<file path="src/design/c3zf_pkg.sv">
// Shared types and constants of the 3x3 zero-border convolution filter.
package c3zf_pkg;

  localparam int MAX_WIDTH_DEF  = 1024;
  localparam int MAX_HEIGHT_DEF = 4096;

  localparam int TAPS      = 3;
  localparam int PIX_W     = 8;
  localparam int COEF_W    = 16;
  localparam int FRAC_BITS = 14;

  localparam int WIDTH_REG_W  = 11;
  localparam int HEIGHT_REG_W = 13;
  localparam int KROW_W       = TAPS * COEF_W;
  localparam int CFG_DATA_W   = 48;
  localparam int CFG_INDEX_W  = 3;

  // Unsigned pixel with a zero sign bit times a signed coefficient.
  localparam int PROD_W    = PIX_W + 1 + COEF_W;
  localparam int ROW_SUM_W = PROD_W + 2;
  localparam int ACC_W     = PROD_W + 4;
  localparam int Q_W       = ACC_W - FRAC_BITS;

  localparam logic [CFG_INDEX_W-1:0] REG_FRAME_WIDTH   = 3'd0;
  localparam logic [CFG_INDEX_W-1:0] REG_FRAME_HEIGHT  = 3'd1;
  localparam logic [CFG_INDEX_W-1:0] REG_KERNEL_TOP    = 3'd2;
  localparam logic [CFG_INDEX_W-1:0] REG_KERNEL_MIDDLE = 3'd3;
  localparam logic [CFG_INDEX_W-1:0] REG_KERNEL_BOTTOM = 3'd4;

  localparam logic [WIDTH_REG_W-1:0]  FRAME_WIDTH_RST  = 11'd512;
  localparam logic [HEIGHT_REG_W-1:0] FRAME_HEIGHT_RST = 13'd512;
  // Every tap 1820/16384, close to one ninth.
  localparam logic [KROW_W-1:0]       KERNEL_ROW_RST   = 48'h071C_071C_071C;

  typedef struct packed {
    logic             mode;
    logic [PIX_W-1:0] pixel_in;
  } in_word_t;

  typedef struct packed {
    logic [PIX_W-1:0] pixel_out;
    logic             clipped;
    logic             frame_end;
  } out_word_t;

  // Border masks and frame-end mark that travel with one output position.
  typedef struct packed {
    logic last;
    logic top_ok;
    logic bottom_ok;
    logic left_ok;
    logic right_ok;
  } tap_ctl_t;

endpackage

</file>
<file path="src/design/c3zf_mac.sv">
// Masked 3x3 multiply-accumulate with truncation and byte saturation.
module c3zf_mac (
  input  logic                                                    clk,
  input  logic                                                    rst,
  input  logic                                                    en,
  input  logic                                                    in_emit,
  input  c3zf_pkg::tap_ctl_t                                      ctl,
  input  logic [c3zf_pkg::TAPS*c3zf_pkg::TAPS-1:0][c3zf_pkg::PIX_W-1:0] win,
  input  logic [c3zf_pkg::TAPS-1:0][c3zf_pkg::KROW_W-1:0]         kernel,
  output logic                                                    out_valid,
  output c3zf_pkg::out_word_t                                     out_word
);

  localparam int TAPS      = c3zf_pkg::TAPS;
  localparam int NTAP      = TAPS * TAPS;
  localparam int PIX_W     = c3zf_pkg::PIX_W;
  localparam int COEF_W    = c3zf_pkg::COEF_W;
  localparam int PROD_W    = c3zf_pkg::PROD_W;
  localparam int ROW_SUM_W = c3zf_pkg::ROW_SUM_W;
  localparam int ACC_W     = c3zf_pkg::ACC_W;
  localparam int Q_W       = c3zf_pkg::Q_W;
  localparam int FRAC_BITS = c3zf_pkg::FRAC_BITS;

  logic [TAPS-1:0]                 row_ok;
  logic [TAPS-1:0]                 col_ok;
  logic signed [PROD_W-1:0]        pix_ext  [NTAP];
  logic signed [PROD_W-1:0]        coef_ext [NTAP];
  logic signed [PROD_W-1:0]        prod_next [NTAP];

  logic signed [PROD_W-1:0]        p_prod [NTAP];
  logic                            p_valid;
  logic                            p_last;

  logic signed [ROW_SUM_W-1:0]     r_sum [TAPS];
  logic                            r_valid;
  logic                            r_last;

  logic signed [ACC_W-1:0]         total;
  logic signed [Q_W-1:0]           q_floor;
  logic signed [Q_W-1:0]           q;
  logic                            round_up;
  c3zf_pkg::out_word_t             result;

  assign row_ok = {ctl.bottom_ok, 1'b1, ctl.top_ok};
  assign col_ok = {ctl.right_ok, 1'b1, ctl.left_ok};

  // Taps outside the frame contribute nothing.
  always_comb begin
    for (int r = 0; r < TAPS; r++) begin
      for (int c = 0; c < TAPS; c++) begin
        pix_ext[r*TAPS+c]  = PROD_W'(signed'({1'b0, win[r*TAPS+c]}));
        coef_ext[r*TAPS+c] = PROD_W'(signed'(kernel[r][c*COEF_W +: COEF_W]));
        if (row_ok[r] && col_ok[c]) begin
          prod_next[r*TAPS+c] = pix_ext[r*TAPS+c] * coef_ext[r*TAPS+c];
        end else begin
          prod_next[r*TAPS+c] = '0;
        end
      end
    end
  end

  always_ff @(posedge clk) begin
    if (en) begin
      for (int i = 0; i < NTAP; i++) begin
        p_prod[i] <= prod_next[i];
      end
      p_last <= ctl.last;
      for (int r = 0; r < TAPS; r++) begin
        r_sum[r] <= ROW_SUM_W'(p_prod[r*TAPS]) + ROW_SUM_W'(p_prod[r*TAPS+1])
                  + ROW_SUM_W'(p_prod[r*TAPS+2]);
      end
      r_last   <= p_last;
      out_word <= result;
    end
  end

  always_ff @(posedge clk) begin
    if (rst) begin
      p_valid   <= 1'b0;
      r_valid   <= 1'b0;
      out_valid <= 1'b0;
    end else if (en) begin
      p_valid   <= in_emit;
      r_valid   <= p_valid;
      out_valid <= r_valid;
    end
  end

  // Division by 2^14 rounds toward zero: a negative sum with a nonzero
  // fraction moves up by one after the arithmetic shift.
  always_comb begin
    total    = ACC_W'(r_sum[0]) + ACC_W'(r_sum[1]) + ACC_W'(r_sum[2]);
    q_floor  = signed'(total[ACC_W-1:FRAC_BITS]);
    round_up = total[ACC_W-1] && (total[FRAC_BITS-1:0] != '0);
    q        = q_floor + Q_W'(round_up);
    result.frame_end = r_last;
    if (q[Q_W-1]) begin
      result.pixel_out = '0;
      result.clipped   = 1'b1;
    end else if (q[Q_W-2:PIX_W] != '0) begin
      result.pixel_out = '1;
      result.clipped   = 1'b1;
    end else begin
      result.pixel_out = q[PIX_W-1:0];
      result.clipped   = 1'b0;
    end
  end

  a_clip_at_rail: assert property (@(posedge clk) disable iff (rst)
    (out_valid && out_word.clipped) |->
      (out_word.pixel_out == '0 || out_word.pixel_out == '1))
    else $error("clipped word is not at a rail");

endmodule

</file>
<file path="config.mk">
export PLATFORM = sky130hd
export DESIGN_NAME = c3zf_mac
export DESIGN_NICKNAME = d
export VERILOG_FILES = /design/src/design/c3zf_pkg.sv /design/src/design/c3zf_mac.sv
export SDC_FILE = /design/constraint.sdc
export NUM_CORES = 2
export LEC_CHECK = 0
export BUFFER_PORTS_ARGS = -buffer_cell sky130_fd_sc_hd__buf_2
export CAP_MARGIN = 20
export CORE_MARGIN = 4
export CORE_UTILIZATION = 46
export DETAILED_ROUTE_END_ITERATION = 16
export PLACE_DENSITY = 0.66
export SYNTH_ARGS = -nofsm -noshare
export SYNTH_HDL_FRONTEND = slang
export SYNTH_SLANG_ARGS = --single-unit
</file>
<file path="constraint.sdc">
create_clock -name clk -period 6.77 [get_ports clk]
set_input_delay 0.3385 -clock clk [delete_from_list [all_inputs] [get_ports clk]]
set_output_delay 0.3385 -clock clk [all_outputs]
set_load 0.03 [all_outputs]
</file>
==> impl_metrics.ini <==
[power]
power_frac_clock = 0.064
peakVddDrop_uv = 380.0
p_sw_mw = 15.73
p_leak_nw = 30.96
p_int_mw = 16.01
power_mw = 31.73
seqPwrFrac = 0.148
combPwrFrac = 0.788
power.density_nw_per_um2 = 505.8
switching_share = 0.4956

[grt]
grt_pass1_vias = 43566
grt_first_pass_wirelength_um = 220600
grt_remaining_overflow = 0
antenna_found_initial = 17
grt_start_max_net_pins = 135
grt_use_total = 0.2033

[critical_path]
criticalPathCategory = reg2reg
r2r-end = out_word[4]
cp.required_ns = 7.04
r2r_start = r_sum[0][7]
cp_max_fo = 9
worstSetupEndpointType = flop
regToRegSetupSlack_ns = 1.05
cp_data_arrival_time_ns = 5.99
reg2regPathDepth = 21
crit_path_start = r_sum[0][7]
cp-start-kind = flop

[route]
vias = 40731
antenna_left = 0
drt-total-wl_um = 129200
drc_errors = 0
wl_per_cell_um = 16.26
drt_iter0_markers = 1988
viasPerCell = 5.128
first_pass_iters = 5

[die]
io_pins = 236
num_rows = 130
coreArea_um2 = 126100
initial_utilization = 0.4643
fp.dieH_um = 364.7
die-area_um2 = 133000
dieWidth_um = 364.7

[timing]
setup_violations = 0
timing.final.crit_share = 0.8451
relSlewSlack = 0.3764
fin_hold_ws_ns = 0.1988
slew_violations = 0
worst_slew_pin_slew_ns = 0.9354
fmaxAchievable_ghz = 0.1748
fin_tns_setup_ns = 0
finalClockSkew_ns = 0.02010
fin_crit_ns = 5.721
finalWorstSetupSlack_ns = 1.049
timing_hold_violations_final = 0
rsz0062_at_grt = false

[synth]
synth_top_family_by_area = adder cells
mappedNetlistNets = 7871
synthArstFlopShare = 0
seq_area_frac_synth = 0.1642
syn_area_per_cell_um2 = 9.646
synth_edf_count = 318
ys_warn_count = 0
post_synth_xor_area_fraction = 0.03711
synthCells = 6068
synth-compound-area-share = 0.06440
synth-simple-area-share = 0.1757
synth_area_um2 = 58530
synth-main-ff-cell = edfxtp_1
muxShareOfSynthArea = 0.001197
ys_seq_elements = 321
ys_types = 85
synth_adder_area_share = 0.4686

[final_layout]
final_cell_area_um2 = 62740
seqCellArea_um2 = 9609
finalNonFillerCells = 7943
multi_input_area_um2 = 43730
drive_above_1_share = 0.05504
finalNetCount = 8059
area_growth_pct = 7.180
post-route-util = 0.4977
nFillCells = 11706

[place]
dp.cells = 7863
place_area_um2 = 61480
place_congestion = 0.8679
portBuffers = 235
dp_slack_ns = 0.9037
hpwl_um = 107700

[worst_hold_path]
min-delay-path-class = in2reg
hold-path-endpoint = p_prod[0][150]
min_from = kernel[96]
hold_depth = 3

[flow_run]
drv_cap = 0

[cts]
numCtsBuffers = 38
ctsRootBufferMaster = clkbuf_16
clk_pin_slew_ns = 0.06
clock_sinks = 321
clkLatencyLatePin_ns = 0.56
post_cts_buffers = 0
cts_tree = built
ctsLongestPathBuffers = 3
cts_max_level = 2

[outcome]
status = finished, final reports clean
[sequential cells by signal, summed over array words and instances, names as in the netlist]
| signal | cells |
|---|---|
| p_prod | 225 |
| r_sum | 81 |
| out_word | 10 |
| out_valid | 1 |
| p_last | 1 |
| p_valid | 1 |
| r_last | 1 |
| r_valid | 1 |
[layer usage]
| layer | part of all wire | GRT usage |
|---|---|---|
| met1 | 0.45 | 0.2808 |
| met2 | 0.48 | 0.3433 |
| met3 | 0.045 | 0.02180 |
| met4 | 0.026 | 0.05286 |
| met5 | 0.00029 | 0 |
[Yosys cell counts (all sizes together), types with 5 or more instances]
library cell | number | area [µm²]
a21o | 74 | 555.5
a221oi | 5 | 50.04
o21ai | 116 | 606.8
mux2i | 7 | 70.07
o21a | 23 | 172.7
and2 | 799 | 5002
fa | 1024 | 20500
a21oi | 169 | 849.6
nor4 | 8 | 56.30
edfxtp | 318 | 9549
o21bai | 15 | 112.6
or2 | 27 | 168.9
nand2 | 562 | 2112
a2111oi | 13 | 126.4
ha | 554 | 6932
clkbuf | 94 | 352.8
and3 | 56 | 355.3
nor2 | 201 | 757.0
nor3 | 76 | 385.4
and3b | 7 | 61.31
nand3 | 62 | 310.3
nor2b | 47 | 294.0
a31oi | 22 | 137.6
nor3b | 19 | 147.6
a21boi | 9 | 67.56
or3 | 37 | 231.5
o31ai | 14 | 110.1
a41o | 6 | 60.06
xor2 | 81 | 709.4
inv | 1286 | 4827
a41oi | 9 | 86.34
xnor2 | 167 | 1463
nand4 | 12 | 75.07
nand2b | 29 | 181.4
a211o | 11 | 96.34
o31a | 11 | 96.34
o211ai | 11 | 82.58
a211oi | 28 | 215.2
[critical path: stages, from the launching register on]
cell and delay [ns]:
edfxtp_1 0.46, fa_1 0.50, ha_1 0.37, a21oi_1 0.27, o21ai_4 0.09, nor3_2 0.33
o211a_1 0.29, or4_1 0.15, a31oi_1 0.10, and2_2 0.21, o21ai_0 0.36, o31a_1 0.21
ha_1 0.20, ha_1 0.21, inv_1 0.07, a2111oi_2 0.28, nand4_1 0.24, nor4_2 0.23
mux2i_1 0.13, or4_4 0.44, o21ai_4 0.13, a21oi_1 0.14
[worst max path at each step]
stage	endpoint	cells past startpoint
after floorplan	p_prod[0][198]	20
final	out_word[4]	21
after global placement	p_prod[0][73]	21
after detailed placement	p_prod[0][73]	21
after global routing	out_word[4]	21
after CTS	out_word[4]	21
[cell type report]
cell class                 instances  area share
antenna                            7   0.0002792
multi-input combinational       4365      0.6970
tap                             1650     0.03291
timing repair buffer             244     0.02030
inverter                        1286     0.07694
clock buffer                      44     0.01585
sequential                       321      0.1532
clock inverter                    26    0.003510
[power groups by stage]
stage                     clock [mW]  combinational (mW)  sequential [mW]
final                           2.02                25.0             4.69
after global routing            2.16                28.6             4.78
after global placement             0                24.6             4.75
after floorplan                    0                19.5             4.37
after detailed placement           0                24.9             4.72
after CTS                       2.08                25.2             4.72
[layout by cell type, fill, tap and decap left out, types with 8 or more instances in the layout]
cell type / instances
o21a_1: 23
and2_1: 796
clkbuf_16: 39
clkinv_1: 8
a21boi_0: 9
buf_2: 234
a211oi_1: 27
a211o_1: 11
o21ai_0: 110
nor2b_1: 47
o31a_1: 11
a21o_1: 74
nor3b_1: 18
or3_1: 37
and3_1: 55
or2_2: 26
nand2b_1: 29
a2111oi_0: 11
a31oi_1: 22
a41oi_1: 8
a21oi_1: 168
xor2_1: 81
o211ai_1: 11
nor3_1: 75
nand4_1: 12
nand2_1: 561
o31ai_1: 13
inv_1: 1286
ha_1: 554
fa_1: 1024
nor2_1: 200
nand3_1: 62
edfxtp_1: 318
xnor2_1: 167
o21bai_1: 15
[repair_timing]
action	in CTS	in global routing
gates resized for setup	0	0
endpoints found under the setup margin	0	0
hold buffers	3	0
endpoints found under the hold margin	4	0
[cell families after synthesis]
family | count (synthesis)
AO/OA/AOI/OAI | 573
XOR/XNOR | 248
adder cells (fa/ha/maj) | 1578
buffers and inverters | 1382
flip-flops | 321
multiplexers | 7
AND/OR/NAND/NOR | 1959
No activity file was read; power rests on OpenSTA's default activity.
